`src/sv/diamond_window_fetch_top_assert.svh`:
```
// assertion macros of the window fetch rtl
`ifndef DIAMOND_WINDOW_FETCH_TOP_ASSERT_SVH
`define DIAMOND_WINDOW_FETCH_TOP_ASSERT_SVH

// clocked check, masked while reset is low
`define DWF_ASSERT(lbl, clk, rst_n, prop, msg) \
  lbl: assert property (@(posedge clk) disable iff (!rst_n) prop) else $error(msg);

// clocked check that also holds during reset
`define DWF_ASSERT_ALWAYS(lbl, clk, prop, msg) \
  lbl: assert property (@(posedge clk) prop) else $error(msg);

`endif

```
`src/sv/dwf_pkg.sv`:
```
// shared types and constants of the window fetch block
`default_nettype none

package dwf_pkg;

  localparam int unsigned DEF_MAX_COLS   = 64;
  localparam int unsigned DEF_MAX_ROWS   = 64;
  localparam int unsigned DEF_VALUE_BITS = 8;
  localparam int unsigned DEF_MAX_RADIUS = 3;

  localparam int unsigned CFG_IDX_W  = 2;
  localparam int unsigned CFG_DATA_W = 7;
  localparam int unsigned SIZE_W     = 7;
  localparam int unsigned POS_W      = 6;
  localparam int unsigned CELL_W     = 8;
  localparam int unsigned RAD_W      = 2;
  localparam int unsigned OUT_W      = 9;
  // signed compare width, covers position plus offset and grid limits up to 2047
  localparam int unsigned CMP_W      = 12;
  localparam int unsigned DELTA_W    = 3;

  localparam logic [SIZE_W-1:0] SIZE_RESET = SIZE_W'(64);
  // -1 in the signed result field
  localparam logic [OUT_W-1:0]  OFF_VALUE  = '1;

  typedef enum logic [CFG_IDX_W-1:0] {
    CFG_GRID_WIDTH  = 2'd0,
    CFG_GRID_HEIGHT = 2'd1
  } cfg_idx_e;

  typedef enum logic {
    REQ_WRITE = 1'b0,
    REQ_QUERY = 1'b1
  } req_e;

  typedef enum logic {
    ST_IDLE,
    ST_RUN
  } seq_state_e;

  typedef struct packed {
    logic off;
    logic last;
  } rd_tag_t;

  typedef struct packed {
    logic    issue;
    rd_tag_t tag;
  } rd_req_t;

endpackage

`default_nettype wire

```
`src/sv/dwf_if.sv`:
```
// request, result and register write channels of the window fetch block
`default_nettype none


interface dwf_out_if;
  logic                              valid;
  logic                              ready;
  logic signed [dwf_pkg::OUT_W-1:0]  window_value;
  logic                              is_last;

  modport source (output valid, output window_value, output is_last, input ready);
  modport sink   (input valid, input window_value, input is_last, output ready);
endinterface


`default_nettype wire

```
`src/sv/dwf_out.sv`:
```
// read tag stage and output register of the window results
`default_nettype none

module dwf_out #(
  parameter int unsigned VALUE_BITS = dwf_pkg::DEF_VALUE_BITS
) (
  input  wire logic                  clk_i,
  input  wire logic                  rst_ni,
  input  wire dwf_pkg::rd_req_t      rd_i,
  input  wire logic [VALUE_BITS-1:0] rdata_i,
  output logic                       issue_ok_o,
  dwf_out_if.source                  out_o
);

  localparam int unsigned OUT_W = dwf_pkg::OUT_W;

  logic              pv_q, pv_d;
  dwf_pkg::rd_tag_t  ptag_q, ptag_d;
  logic              ov_q, ov_d;
  logic [OUT_W-1:0]  oval_q, oval_d;
  logic              olast_q, olast_d;
  logic              p_move;

  // tag stage moves on when the output register is free or being taken
  assign p_move     = pv_q && (!ov_q || out_o.ready);
  assign issue_ok_o = !pv_q || p_move;

  always_comb begin
    pv_d    = pv_q;
    ptag_d  = ptag_q;
    ov_d    = ov_q;
    oval_d  = oval_q;
    olast_d = olast_q;
    if (rd_i.issue) begin
      pv_d   = 1'b1;
      ptag_d = rd_i.tag;
    end else if (p_move) begin
      pv_d = 1'b0;
    end
    if (p_move) begin
      ov_d    = 1'b1;
      oval_d  = ptag_q.off ? dwf_pkg::OFF_VALUE : OUT_W'(rdata_i);
      olast_d = ptag_q.last;
    end else if (out_o.ready) begin
      ov_d = 1'b0;
    end
  end

  always_ff @(posedge clk_i or negedge rst_ni) begin
    if (!rst_ni) begin
      pv_q <= 1'b0;
      ov_q <= 1'b0;
    end else begin
      pv_q <= pv_d;
      ov_q <= ov_d;
    end
  end

  always_ff @(posedge clk_i) begin
    ptag_q  <= ptag_d;
    oval_q  <= oval_d;
    olast_q <= olast_d;
  end

  assign out_o.valid        = ov_q;
  assign out_o.window_value = $signed(oval_q);
  assign out_o.is_last      = olast_q;

endmodule

`default_nettype wire

```
`src/flat_wrapper.sv`:
```
// flat-port wrapper written by rule: the top's interface ports become plain ports
module dwf_out_flat 
#(
  parameter int unsigned VALUE_BITS = dwf_pkg::DEF_VALUE_BITS
)
  (clk_i, rst_ni, rd_i, rdata_i, issue_ok_o, out_o_valid, out_o_window_value, out_o_is_last, out_o_ready);
  dwf_out_if out_o_i ();
  input  wire logic clk_i;
  input  wire logic rst_ni;
  input  wire dwf_pkg::rd_req_t rd_i;
  input  wire logic [VALUE_BITS-1:0] rdata_i;
  output logic issue_ok_o;
  output wire logic [$bits(out_o_i.valid)-1:0] out_o_valid;
  output wire logic [$bits(out_o_i.window_value)-1:0] out_o_window_value;
  output wire logic [$bits(out_o_i.is_last)-1:0] out_o_is_last;
  input wire logic [$bits(out_o_i.ready)-1:0] out_o_ready;
  assign out_o_valid = out_o_i.valid;
  assign out_o_window_value = out_o_i.window_value;
  assign out_o_is_last = out_o_i.is_last;
  assign out_o_i.ready = out_o_ready;
  dwf_out #(.VALUE_BITS(VALUE_BITS)) u_core (.clk_i(clk_i), .rst_ni(rst_ni), .rd_i(rd_i), .rdata_i(rdata_i), .issue_ok_o(issue_ok_o), .out_o(out_o_i));
endmodule
```
`config.mk`:
```
export PLATFORM = sky130hd
export DESIGN_NAME = dwf_out_flat
export DESIGN_NICKNAME = d
export VERILOG_FILES = /design/src/sv/diamond_window_fetch_top_assert.svh /design/src/sv/dwf_pkg.sv /design/src/sv/dwf_if.sv /design/src/sv/dwf_out.sv /design/src/flat_wrapper.sv
export SDC_FILE = /design/constraint.sdc
export NUM_CORES = 1
export LEC_CHECK = 0
export ABC_AREA = 0
export BUFFER_PORTS_ARGS = -buffer_cell sky130_fd_sc_hd__buf_2
export CAP_MARGIN = 20
export CORE_UTILIZATION = 30
export CTS_BUF_LIST = sky130_fd_sc_hd__clkbuf_8 sky130_fd_sc_hd__clkbuf_16
export CTS_CLUSTER_DIAMETER = 120
export CTS_CLUSTER_SIZE = 14
export DETAILED_ROUTE_END_ITERATION = 10
export HOLD_SLACK_MARGIN = 0.05
export PLACE_DENSITY = 0.62
export SYNTH_ARGS = -nofsm -noshare
export SYNTH_HDL_FRONTEND = slang
export SYNTH_SLANG_ARGS = --single-unit
export TNS_END_PERCENT = 1
```
`constraint.sdc`:
```
create_clock -name clk_i -period 1.2 [get_ports clk_i]
set_clock_uncertainty 0.05 [all_clocks]
set_input_delay 0.24 -clock clk_i [delete_from_list [all_inputs] [get_ports clk_i]]
set_output_delay 0.24 -clock clk_i [all_outputs]
set_load 0.01 [all_outputs]
```
==> metrics.json <==
{
  "synthFlopType": "sky130_fd_sc_hd__edfxtp_1",
  "timing_hold_violations_final": 0,
  "critPathLaunchType": "flip-flop",
  "synth_simple_gate_area_share_pct": 15.9,
  "wl_um": 751,
  "slew_headroom_pct": 84.6,
  "synthesis.area_per_instance_um2": 17.7,
  "critical_path_arrival_ns": 0.93,
  "rsz0062_at_grt": "yes",
  "route.detailed.drc": 0,
  "cap_violations": 0,
  "synth_area_leaders": "sky130_fd_sc_hd__edfxtp_1 73%, sky130_fd_sc_hd__dfrtp_1 10%, sky130_fd_sc_hd__or2_1 10%",
  "final-max-slew-violation-count": 0,
  "timing.fmax_mhz": 820,
  "period_share_pct": 102,
  "core_um2": 1520,
  "finalCoreUtilization_pct": 46.3,
  "synth_adder_area_share_pct": 0,
  "setup_ws_ns": -0.0197,
  "max_slew.worst_pin.slew_ns": 0.230,
  "worst_voltage_drop_across_the_vdd_grid_v": 0.00142,
  "post_synth_instance_area_um2": 497,
  "vias_per_cell": 4.45,
  "powerDensity_nw_per_um2": 1510,
  "worst_path_max_delay_cell": "sky130_fd_sc_hd__dfrtp_1",
  "clk-insertion-delay-late_ns": 0.24,
  "synthesis.nets": 42,
  "yosysWarnings": 0,
  "synth_xor_xnor_area_share_pct": 0,
  "routed_wl_met3_um": 78,
  "cts_inserted_buffers": 3,
  "violated_checks": "setup timing",
  "dr_total_vias": 329,
  "holdCritPathClass": "in2reg",
  "worstSetupStartpoint": "u_core.out_o.valid$_DFFE_PN0P_",
  "grt_pass1_wl_mm": 1.36,
  "cts_tree": "yes",
  "grt_start_max_net_pins": 11,
  "insertedDiodeCount": 0,
  "holdCritStartpoint": "rd_i[0]",
  "placedCellCount": 69,
  "end_kind": "output pin",
  "drt_iter0_markers": 5,
  "synthesis.instances": 28,
  "number_of_enable_flip_flop_cells_after_synthesis": 12,
  "yosysUniqueCellTypes": 8,
  "dr.pass1.iters": 2,
  "report.power.total_mw": 1.07,
  "worstSetupPathType": "reg2out",
  "fin_cells": 74,
  "pin_count": 26,
  "grt_remaining_overflow": 0,
  "globalplace.congestion": 0.613,
  "chipHeight_um": 42.7,
  "layout.nets": 73,
  "critical-path-max-stage-delay_ns": 0.36,
  "timing.critical_path.cells": "nor2b_4, nand2_1, buf_2",
  "wirelength_met1_um": 264,
  "cts.path.max_buffers": 2,
  "async_reset_ff_share_pct": 14.3,
  "floorplan.die_area_um2": 1820,
  "standby_leakage_power_nw": 0.292,
  "yosys.area.top_type": "sky130_fd_sc_hd__edfxtp_1",
  "drive_above_1_share_pct": 51.7,
  "crit_required_ns": 0.91,
  "cts_htree_levels": 1,
  "track_usage_pct": 10.7,
  "period_needed_ns": 1.22,
  "cts_sinks": 14,
  "place_worst_setup_slack_ns": 0.0824,
  "rr_startpoint": "u_core.out_o.valid$_DFFE_PN0P_",
  "worstPathMaxFanout": 3,
  "synth_most_common_cell": "sky130_fd_sc_hd__edfxtp_1",
  "area_growth_pct": 42.1,
  "seq_area_frac_synth_pct": 82.6,
  "wl_per_cell_um": 10.1,
  "post_synth_mux_area_share_pct": 0,
  "die_width_um": 42.7,
  "wl_met2_um": 399,
  "ctsRootBufferMaster": "sky130_fd_sc_hd__clkbuf_8",
  "setup_viol_count_final": 1,
  "synth-compound-area-share_pct": 1.51,
  "synthTopCellsByCount": "12 x sky130_fd_sc_hd__edfxtp_1, 8 x sky130_fd_sc_hd__or2_1, 2 x sky130_fd_sc_hd__dfrtp_1, 2 x sky130_fd_sc_hd__nand2b_1",
  "port_buffers": 25,
  "yosysTopAreaCellShare_pct": 72.5,
  "placement_rows": 14,
  "via_count_of_the_first_global_routing_pass": 360,
  "dr.max_layer_used": "met4",
  "clkSlewWorstSetupHoldPaths_ns": 0.05,
  "initial_antenna_violation_count": 0,
  "synth_top_family_by_area": "simple AND/OR/NAND/NOR gates",
  "initial_core_utilization_pct": 32.6,
  "filler_cell_count": 142,
  "dp_hpwl_um": 565,
  "ys_ff_latch": 14,
  "run_status": "finished, violations left",
  "antenna_violating_nets_post_route": 0
}
layout make-up:
type / instances / area (um^2) / share of cell area, %
flip-flops and latches: 14 / 410 / 58.2
repair buffers: 26 / 135 / 19.1
multi-input cells: 14 / 95.1 / 13.5
clock buffers: 3 / 41.3 / 5.85
well taps: 16 / 20.0 / 2.84
clock inverters: 1 / 3.75 / 0.532
per-layer routing:
layer	global-route usage (%)	up-vias
met3	6.81	2
met5	0	-
li1	-	156
met1	9.07	153
met2	18.8	18
met4	5.63	0
stage by stage:
| step | hold slack, ns | instance area (um^2) | TNS [ns] |
|---|---|---|---|
| global route | 0.113 | 706 | -0.0794 |
| CTS | 0.120 | 706 | -0.0211 |
| finish | 0.126 | 706 | -0.0197 |
| floorplan | -0.106 | 498 | 0 |
| global placement | -0.0233 | 643 | 0 |
| detailed placement | -0.0196 | 643 | 0 |
report_power, final:
group	total [mW]	switching [mW]	internal (mW)
combinational	0.103	0.0502	0.0525
clock	0.379	0.153	0.226
sequential	0.585	0.0135	0.572
flip-flops by register name, summed over array words and instances, names as in the netlist:
name and flops:
u_core.out_o.window_value 9, u_core.pv_q 1, u_core.out_o.is_last 1, u_core.out_o.valid 1
u_core.ptag_q 2
timing repair:
item	4_1_cts	5_1_grt
gates resized for setup	2	0
hold buffers	1	0
setup buffers	0	0
hold endpoints to repair	2	0
setup endpoints to repair	1	1
worst paths after layout:
| path | end | slack [ns] | cells past startpoint |
|---|---|---|---|
| max | issue_ok_o | -0.02 | 3 |
| min | u_core.ptag_q[0]$_DFFE_PP_ | 0.13 | 1 |
| max reg2reg | u_core.out_o.window_value[3]$_SDFFCE_PP1P_ | 0.08 | 2 |
| min reg2reg | u_core.out_o.is_last$_DFFE_PP_ | 0.37 | 0 |
| max in group asynchronous | u_core.pv_q$_DFFE_PN0P_ | 0.73 | 2 |
| min in group asynchronous | u_core.out_o.valid$_DFFE_PN0P_ | 0.27 | 2 |
cells by family after synthesis:
logic type	Yosys count
flip-flops	14
AND/OR/NAND/NOR	13
AO/OA/AOI/OAI	1
critical path: cells and delay by family (launching register included):
family	cells	cell delay, ns
DFF	1	0.36
buffers and inverters	1	0.13
and+or+nand+nor	2	0.20
layout by cell type (no fill, tap or decap):
| cell | netlist | routed |
|---|---|---|
| sky130_fd_sc_hd__a21o_1 | 1 | 1 |
| sky130_fd_sc_hd__and2_2 | 0 | 1 |
| sky130_fd_sc_hd__buf_2 | 0 | 25 |
| sky130_fd_sc_hd__clkbuf_8 | 0 | 3 |
| sky130_fd_sc_hd__clkinv_1 | 0 | 1 |
| sky130_fd_sc_hd__dfrtp_1 | 2 | 2 |
| sky130_fd_sc_hd__dlygate4sd3_1 | 0 | 1 |
| sky130_fd_sc_hd__edfxtp_1 | 12 | 12 |
| sky130_fd_sc_hd__nand2_1 | 1 | 1 |
| sky130_fd_sc_hd__nand2b_1 | 2 | 2 |
| sky130_fd_sc_hd__nor2b_4 | 0 | 1 |
| sky130_fd_sc_hd__or2_1 | 8 | 8 |
Note: power is estimated with default switching activity, not from simulation.
