--- src/sv/diamond_window_fetch_top_assert.svh ---
// assertion macros of the window fetch rtl
`ifndef DIAMOND_WINDOW_FETCH_TOP_ASSERT_SVH
`define DIAMOND_WINDOW_FETCH_TOP_ASSERT_SVH

// clocked check, masked while reset is low
`define DWF_ASSERT(lbl, clk, rst_n, prop, msg) \
  lbl: assert property (@(posedge clk) disable iff (!rst_n) prop) else $error(msg);

// clocked check that also holds during reset
`define DWF_ASSERT_ALWAYS(lbl, clk, prop, msg) \
  lbl: assert property (@(posedge clk) prop) else $error(msg);

`endif

--- src/sv/dwf_pkg.sv ---
// shared types and constants of the window fetch block
`default_nettype none

package dwf_pkg;

  localparam int unsigned DEF_MAX_COLS   = 64;
  localparam int unsigned DEF_MAX_ROWS   = 64;
  localparam int unsigned DEF_VALUE_BITS = 8;
  localparam int unsigned DEF_MAX_RADIUS = 3;

  localparam int unsigned CFG_IDX_W  = 2;
  localparam int unsigned CFG_DATA_W = 7;
  localparam int unsigned SIZE_W     = 7;
  localparam int unsigned POS_W      = 6;
  localparam int unsigned CELL_W     = 8;
  localparam int unsigned RAD_W      = 2;
  localparam int unsigned OUT_W      = 9;
  // signed compare width, covers position plus offset and grid limits up to 2047
  localparam int unsigned CMP_W      = 12;
  localparam int unsigned DELTA_W    = 3;

  localparam logic [SIZE_W-1:0] SIZE_RESET = SIZE_W'(64);
  // -1 in the signed result field
  localparam logic [OUT_W-1:0]  OFF_VALUE  = '1;

  typedef enum logic [CFG_IDX_W-1:0] {
    CFG_GRID_WIDTH  = 2'd0,
    CFG_GRID_HEIGHT = 2'd1
  } cfg_idx_e;

  typedef enum logic {
    REQ_WRITE = 1'b0,
    REQ_QUERY = 1'b1
  } req_e;

  typedef enum logic {
    ST_IDLE,
    ST_RUN
  } seq_state_e;

  typedef struct packed {
    logic off;
    logic last;
  } rd_tag_t;

  typedef struct packed {
    logic    issue;
    rd_tag_t tag;
  } rd_req_t;

endpackage

`default_nettype wire

--- src/sv/dwf_if.sv ---
// request, result and register write channels of the window fetch block
`default_nettype none

interface dwf_in_if;
  logic                        valid;
  logic                        ready;
  logic                        req_type;
  logic [dwf_pkg::POS_W-1:0]   pos_x;
  logic [dwf_pkg::POS_W-1:0]   pos_y;
  logic [dwf_pkg::CELL_W-1:0]  cell_value;
  logic [dwf_pkg::RAD_W-1:0]   radius;

  modport source (output valid, output req_type, output pos_x, output pos_y,
                  output cell_value, output radius, input ready);
  modport sink   (input valid, input req_type, input pos_x, input pos_y,
                  input cell_value, input radius, output ready);
endinterface


`default_nettype wire

--- src/sv/dwf_seq.sv ---
// request sequencer: window walk and shared coordinate unit
`default_nettype none
`include "diamond_window_fetch_top_assert.svh"

module dwf_seq #(
  parameter int unsigned MAX_COLS   = dwf_pkg::DEF_MAX_COLS,
  parameter int unsigned MAX_ROWS   = dwf_pkg::DEF_MAX_ROWS,
  parameter int unsigned VALUE_BITS = dwf_pkg::DEF_VALUE_BITS,
  parameter int unsigned MAX_RADIUS = dwf_pkg::DEF_MAX_RADIUS,
  localparam int unsigned CB        = $clog2(MAX_COLS),
  localparam int unsigned RB        = $clog2(MAX_ROWS),
  localparam int unsigned AW        = CB + RB
) (
  input  wire logic                               clk_i,
  input  wire logic                               rst_ni,
  dwf_in_if.sink                                  in_i,
  input  wire logic signed [dwf_pkg::CMP_W-1:0]   cols_i,
  input  wire logic signed [dwf_pkg::CMP_W-1:0]   rows_i,
  input  wire logic                               issue_ok_i,
  output dwf_pkg::rd_req_t                        rd_o,
  output logic                                    we_o,
  output logic [AW-1:0]                           addr_o,
  output logic [VALUE_BITS-1:0]                   wdata_o
);

  localparam int unsigned CMP_W   = dwf_pkg::CMP_W;
  localparam int unsigned DELTA_W = dwf_pkg::DELTA_W;
  localparam int unsigned POS_W   = dwf_pkg::POS_W;
  localparam int unsigned RAD_W   = dwf_pkg::RAD_W;

  dwf_pkg::seq_state_e state_q, state_d;
  logic [POS_W-1:0]          px_q, px_d, py_q, py_d;
  logic [RAD_W-1:0]          r_q, r_d;
  logic signed [DELTA_W-1:0] dx_q, dx_d, dy_q, dy_d;

  logic                      accept;
  logic                      run;
  logic [RAD_W-1:0]          r_clamp;
  logic signed [DELTA_W-1:0] r_in_s;
  logic signed [DELTA_W-1:0] r_s;
  logic [POS_W-1:0]          base_x, base_y;
  logic signed [DELTA_W-1:0] off_x, off_y;
  logic signed [CMP_W-1:0]   cx, cy;
  logic                      in_grid;
  logic [DELTA_W-1:0]        adx, ady, md_sum;
  logic                      at_last;

  assign run      = (state_q == dwf_pkg::ST_RUN);
  assign in_i.ready = (state_q == dwf_pkg::ST_IDLE);
  assign accept   = in_i.valid && in_i.ready;

  assign r_clamp = (int'(in_i.radius) > int'(MAX_RADIUS)) ? RAD_W'(MAX_RADIUS) : in_i.radius;
  assign r_in_s  = DELTA_W'({1'b0, r_clamp});
  assign r_s     = DELTA_W'({1'b0, r_q});

  // shared coordinate unit: write position when idle, window cell when running
  assign base_x = run ? px_q : in_i.pos_x;
  assign base_y = run ? py_q : in_i.pos_y;
  assign off_x  = run ? dx_q : '0;
  assign off_y  = run ? dy_q : '0;
  assign cx     = CMP_W'(base_x) + CMP_W'(off_x);
  assign cy     = CMP_W'(base_y) + CMP_W'(off_y);
  assign in_grid = !cx[CMP_W-1] && (cx < cols_i) && !cy[CMP_W-1] && (cy < rows_i);
  assign addr_o  = {CB'(cx), RB'(cy)};

  assign adx    = dx_q[DELTA_W-1] ? DELTA_W'(-dx_q) : DELTA_W'(dx_q);
  assign ady    = dy_q[DELTA_W-1] ? DELTA_W'(-dy_q) : DELTA_W'(dy_q);
  assign md_sum = adx + ady;

  assign at_last = (dx_q == r_s) && (dy_q == r_s);

  assign we_o    = accept && (in_i.req_type == dwf_pkg::REQ_WRITE) && in_grid;
  assign wdata_o = VALUE_BITS'(in_i.cell_value);

  assign rd_o.issue    = run && issue_ok_i;
  assign rd_o.tag.off  = !(in_grid && (md_sum <= DELTA_W'({1'b0, r_q})));
  assign rd_o.tag.last = at_last;

  always_comb begin
    state_d = state_q;
    px_d    = px_q;
    py_d    = py_q;
    r_d     = r_q;
    dx_d    = dx_q;
    dy_d    = dy_q;
    unique case (state_q)
      dwf_pkg::ST_IDLE: begin
        if (accept && (in_i.req_type == dwf_pkg::REQ_QUERY)) begin
          state_d = dwf_pkg::ST_RUN;
          px_d    = in_i.pos_x;
          py_d    = in_i.pos_y;
          r_d     = r_clamp;
          dx_d    = -r_in_s;
          dy_d    = -r_in_s;
        end
      end
      dwf_pkg::ST_RUN: begin
        if (rd_o.issue) begin
          if (dy_q == r_s) begin
            dy_d = -r_s;
            dx_d = dx_q + DELTA_W'(1);
            if (at_last) begin
              state_d = dwf_pkg::ST_IDLE;
            end
          end else begin
            dy_d = dy_q + DELTA_W'(1);
          end
        end
      end
      default: state_d = dwf_pkg::ST_IDLE;
    endcase
  end

  always_ff @(posedge clk_i or negedge rst_ni) begin
    if (!rst_ni) begin
      state_q <= dwf_pkg::ST_IDLE;
      dx_q    <= '0;
      dy_q    <= '0;
    end else begin
      state_q <= state_d;
      dx_q    <= dx_d;
      dy_q    <= dy_d;
    end
  end

  always_ff @(posedge clk_i) begin
    px_q <= px_d;
    py_q <= py_d;
    r_q  <= r_d;
  end

  `DWF_ASSERT(a_write_only_idle, clk_i, rst_ni, we_o |-> (state_q == dwf_pkg::ST_IDLE), "store write while a window is running")
  `DWF_ASSERT(a_last_ends_walk, clk_i, rst_ni, (rd_o.issue && rd_o.tag.last) |=> (state_q == dwf_pkg::ST_IDLE), "window walk did not end after its last cell")
  `DWF_ASSERT(a_offsets_in_window, clk_i, rst_ni, run |-> ((dx_q <= r_s) && (dy_q <= r_s) && (dx_q >= -r_s) && (dy_q >= -r_s)), "window offset outside the radius")

endmodule

`default_nettype wire

--- src/flat_wrapper.sv ---
// flat-port wrapper written by rule: the top's interface ports become plain ports
module dwf_seq_flat 
#(
  parameter int unsigned MAX_COLS   = dwf_pkg::DEF_MAX_COLS,
  parameter int unsigned MAX_ROWS   = dwf_pkg::DEF_MAX_ROWS,
  parameter int unsigned VALUE_BITS = dwf_pkg::DEF_VALUE_BITS,
  parameter int unsigned MAX_RADIUS = dwf_pkg::DEF_MAX_RADIUS,
  localparam int unsigned CB        = $clog2(MAX_COLS),
  localparam int unsigned RB        = $clog2(MAX_ROWS),
  localparam int unsigned AW        = CB + RB
)
  (clk_i, rst_ni, cols_i, rows_i, issue_ok_i, rd_o, we_o, addr_o, wdata_o, in_i_valid, in_i_req_type, in_i_pos_x, in_i_pos_y, in_i_cell_value, in_i_radius, in_i_ready);
  dwf_in_if in_i_i ();
  input  wire logic clk_i;
  input  wire logic rst_ni;
  input  wire logic signed [dwf_pkg::CMP_W-1:0] cols_i;
  input  wire logic signed [dwf_pkg::CMP_W-1:0] rows_i;
  input  wire logic issue_ok_i;
  output dwf_pkg::rd_req_t rd_o;
  output logic we_o;
  output logic [AW-1:0] addr_o;
  output logic [VALUE_BITS-1:0] wdata_o;
  input wire logic [$bits(in_i_i.valid)-1:0] in_i_valid;
  input wire logic [$bits(in_i_i.req_type)-1:0] in_i_req_type;
  input wire logic [$bits(in_i_i.pos_x)-1:0] in_i_pos_x;
  input wire logic [$bits(in_i_i.pos_y)-1:0] in_i_pos_y;
  input wire logic [$bits(in_i_i.cell_value)-1:0] in_i_cell_value;
  input wire logic [$bits(in_i_i.radius)-1:0] in_i_radius;
  output wire logic [$bits(in_i_i.ready)-1:0] in_i_ready;
  assign in_i_i.valid = in_i_valid;
  assign in_i_i.req_type = in_i_req_type;
  assign in_i_i.pos_x = in_i_pos_x;
  assign in_i_i.pos_y = in_i_pos_y;
  assign in_i_i.cell_value = in_i_cell_value;
  assign in_i_i.radius = in_i_radius;
  assign in_i_ready = in_i_i.ready;
  dwf_seq #(.MAX_COLS(MAX_COLS), .MAX_ROWS(MAX_ROWS), .VALUE_BITS(VALUE_BITS), .MAX_RADIUS(MAX_RADIUS)) u_core (.clk_i(clk_i), .rst_ni(rst_ni), .in_i(in_i_i), .cols_i(cols_i), .rows_i(rows_i), .issue_ok_i(issue_ok_i), .rd_o(rd_o), .we_o(we_o), .addr_o(addr_o), .wdata_o(wdata_o));
endmodule
--- config.mk ---
export PLATFORM = sky130hd
export DESIGN_NAME = dwf_seq_flat
export DESIGN_NICKNAME = d
export VERILOG_FILES = /design/src/sv/dwf_pkg.sv /design/src/sv/dwf_if.sv /design/src/sv/dwf_seq.sv /design/src/flat_wrapper.sv
export VERILOG_INCLUDE_DIRS = /design/src /design/src/sv
export SDC_FILE = /design/constraint.sdc
export NUM_CORES = 1
export LEC_CHECK = 0
export BUFFER_PORTS_ARGS = -buffer_cell sky130_fd_sc_hd__buf_2
export CORE_AREA = 2 2 94 114
export CTS_BUF_LIST = sky130_fd_sc_hd__clkbuf_16
export DETAILED_ROUTE_END_ITERATION = 8
export DIE_AREA = 0 0 96 116
export PLACE_DENSITY = 0.44
export SYNTH_ARGS = -nofsm -noshare
export SYNTH_HDL_FRONTEND = slang
export SYNTH_SLANG_ARGS = --single-unit
--- constraint.sdc ---
create_clock -name clk_i -period 4.3 [get_ports clk_i]
set_input_delay 0.43 -clock clk_i [delete_from_list [all_inputs] [get_ports clk_i]]
set_output_delay 0.43 -clock clk_i [all_outputs]
set_load 0.05 [all_outputs]
==> results_dict.tcl <==
set metrics [dict create \
    grt_max_degree 18 \
    period_minus_slack_ns 4.21 \
    max_freq_mhz 237 \
    syn_nets 372 \
    netlist_area_um2 2450 \
    vias 2175 \
    maxSlewViolCount 0 \
    dr.first_iter.drc_count 30 \
    clk_path_buf_depth 2 \
    final_cell_area_um2 3590 \
    wirelength_um 6370 \
    min_path_type "input port to asynchronous set/reset pin" \
    slew_headroom_pct 42.6 \
    rr_worst_depth 7 \
    cp_max_fo 6 \
    gr-total-overflow 0 \
    die_area_um2 11100 \
    synth-seq-cells 21 \
    synth_edf_count 14 \
    synth-seq-area-share_pct 24.3 \
    outcome "complete, no violations" \
    grt_pass1_vias 2236 \
    synth_area_leaders "ha_1 22%, edfxtp_1 17%, dfrtp_1 7.2%" \
    worst_setup_path_end_kind "output pin" \
    die_h_um 116 \
    ant_nets 0 \
    syn2layout_area_growth_pct 46.6 \
    grt_usage_pct 11.7 \
    die_w_um 96 \
    portBuffers 59 \
    row_count 40 \
    critPathKind "flop to output pin" \
    dp_slack_ns 0.0937 \
    syn_inst 274 \
    clk_pin_slew_ns 0.06 \
    tightest_slew_ns 0.862 \
    rrSetupSlack_ns 1.91 \
    setup_viol 0 \
    drv_cap 0 \
    dp_hpwl_um 4920 \
    rsz0062_at_grt "yes" \
    synth-main-ff-cell "edfxtp_1" \
    cts_buffers 3 \
    crit_arrival_ns 3.78 \
    post_dp_cell_area_um2 3010 \
    core_area_um2 9960 \
    final_nets 452 \
    grt_pass1_wl_um 10200 \
    cts_htree_levels 1 \
    fin_worst_skew_ns 0.00126 \
    cts-root-buf "clkbuf_16" \
    insertion_delay_ns 0.25 \
    worstReg2RegEnd "u_core.dy_q[0]" \
    cts_hold_buf 0 \
    yosysTopAreaCellShare_pct 22.5 \
    start_kind "flop" \
    yosys_warnings 0 \
    drive_gt1_share_pct 45.6 \
    initial_core_util_pct 24.6 \
    wl_per_cell_um 13.3 \
    required_ns 3.87 \
    drc 0 \
    setup_ws_ns 0.0865 \
    cts_sinks 21 \
    vias_per_cell 4.54 \
    firstDrtPassIters 4 \
    worstReg2RegStart "u_core.run" \
    synthArstFlopShare_pct 33.3 \
    fin_util_pct 36.0 \
    pin_count 76 \
    tns_ns 0 \
    fin_crit_sh_pct 98.0 \
    gp_congestion 0.718 \
    synth_cell_types 52 \
    antenna_found_initial 0 \
    hold_violations 0 \
    syn_area_per_cell_um2 8.94 \
    num_antenna_cells 0 \
    yosys.area.top_type "ha_1" \
    cts_tree "done" \
]
-- synth_stat cells (2+ instances only) --
master	count
nor2b_1	5
and3_1	3
mux2_2	10
or2_2	2
a21o_1	8
nor3_1	5
a21oi_1	13
ha_1	44
buf_4	9
dfrtp_1	7
nand2_1	21
o21ai_0	9
o211ai_1	4
a31oi_1	2
mux2i_1	3
edfxtp_1	14
clkbuf_1	2
nand4_1	2
a211oi_1	4
fa_1	3
xor2_1	9
xnor2_1	6
nor2_1	16
a21oi_2	3
buf_2	3
inv_1	41
-- cells in the final DEF (no fill, tap or decap), types with 2 or more instances in the layout --
| cell | synthesis | routed |
|---|---|---|
| buf_2 | 3 | 57 |
| inv_1 | 41 | 40 |
| ha_1 | 44 | 33 |
| buf_4 | 9 | 25 |
| nand2_1 | 21 | 19 |
| edfxtp_1 | 14 | 14 |
| nor2_1 | 16 | 13 |
| ha_4 | 0 | 11 |
| a21o_1 | 8 | 8 |
| a21oi_1 | 13 | 7 |
| a21oi_2 | 3 | 7 |
| o21ai_0 | 9 | 7 |
| mux2_2 | 10 | 6 |
| dfrtp_1 | 7 | 6 |
| xor2_1 | 9 | 5 |
| xnor2_1 | 6 | 4 |
| nor2b_1 | 5 | 4 |
| mux2_4 | 0 | 4 |
| o211ai_1 | 4 | 4 |
| nor3_1 | 5 | 4 |
| buf_6 | 0 | 4 |
| a211oi_1 | 4 | 3 |
| xor2_2 | 0 | 3 |
| clkbuf_16 | 0 | 3 |
| mux2i_1 | 3 | 2 |
| inv_2 | 1 | 2 |
| nor2_2 | 0 | 2 |
| o21ai_2 | 1 | 2 |
| xnor2_2 | 0 | 2 |
| nand2_2 | 0 | 2 |
| and3_4 | 0 | 2 |
| a21oi_4 | 0 | 2 |
| nand4_1 | 2 | 2 |
| fa_2 | 0 | 2 |
| buf_12 | 0 | 2 |
-- worst max-delay path: stages, from the launching register on --
cell      delay (ns)
dfrtp_2         0.45
buf_12          0.14
buf_16          0.13
buf_6           0.11
mux2_4          0.30
ha_4            0.16
a21o_1          0.21
a21oi_4         0.18
and3_4          0.24
nor2_4          0.06
buf_6           0.13
buf_4           0.12
ha_1            0.19
a211oi_2        0.19
mux2_4          0.19
o221ai_4        0.11
or4_4           0.45
buf_8           0.17
-- layer usage --
metal	wire length [um]	track usage, %	vias to the layer above
met5	0	0	-
met1	2810	14.7	1018
met4	74	3.52	0
met2	3190	20.7	52
li1	-	-	1101
met3	299	1.56	4
-- metrics by stage --
stage | hold slack (ns) | cells
finish | 0.00680 | 479
global route | 0.0157 | 479
CTS | 0.0127 | 470
detailed placement | 0.286 | 458
global placement | 0.285 | 458
floorplan | 0.134 | 274
-- cell families after synthesis --
kind of cell	after synthesis	share of synthesized area (%)
xor+xnor	15	5.37
buf+inv	57	10.3
mux	13	5.83
fa+ha+maj	47	24.9
flops	21	24.3
compound gates	57	16.5
simple gates	64	12.8
-- timing repair --
action                                  in CTS  in global routing
endpoints found under the setup margin       1                  2
buffers inserted                             7                  9
gates resized for setup                     23                 46
pin swaps                                   12                 15
gates cloned                                 1                  0
-- sequential cells by signal (all words and copies together) (netlist names) --
name         flops
u_core.dx_q      3
u_core.r_q       2
u_core.py_q      6
u_core.px_q      6
u_core.dy_q      3
u_core.run       1
-- cell type report --
class	count	area, um^2
fillers	1033	6370
multi-input cells	196	1990
repair buffers	90	601
flip-flops and latches	21	597
inverters	42	160
well taps	126	158
clock buffers	3	75.1
clock inverters	1	3.75
-- worst max-delay path by stage --
stage | slack (ns) | cells after the start | to | start
floorplan | 0.02 | 14 | we_o | u_core.run
global placement | 0.1 | 16 | rd_o[1] | u_core.run
detailed placement | 0.09 | 16 | rd_o[1] | u_core.run
CTS | 0.001 | 15 | rd_o[1] | u_core.run
global route | -0.06 | 16 | rd_o[1] | u_core.run
finish | 0.09 | 17 | rd_o[1] | u_core.run
Power is left out: the tool's default activity adds up to more than one toggle a clock period on the data nets, which glitch-free logic cannot reach.
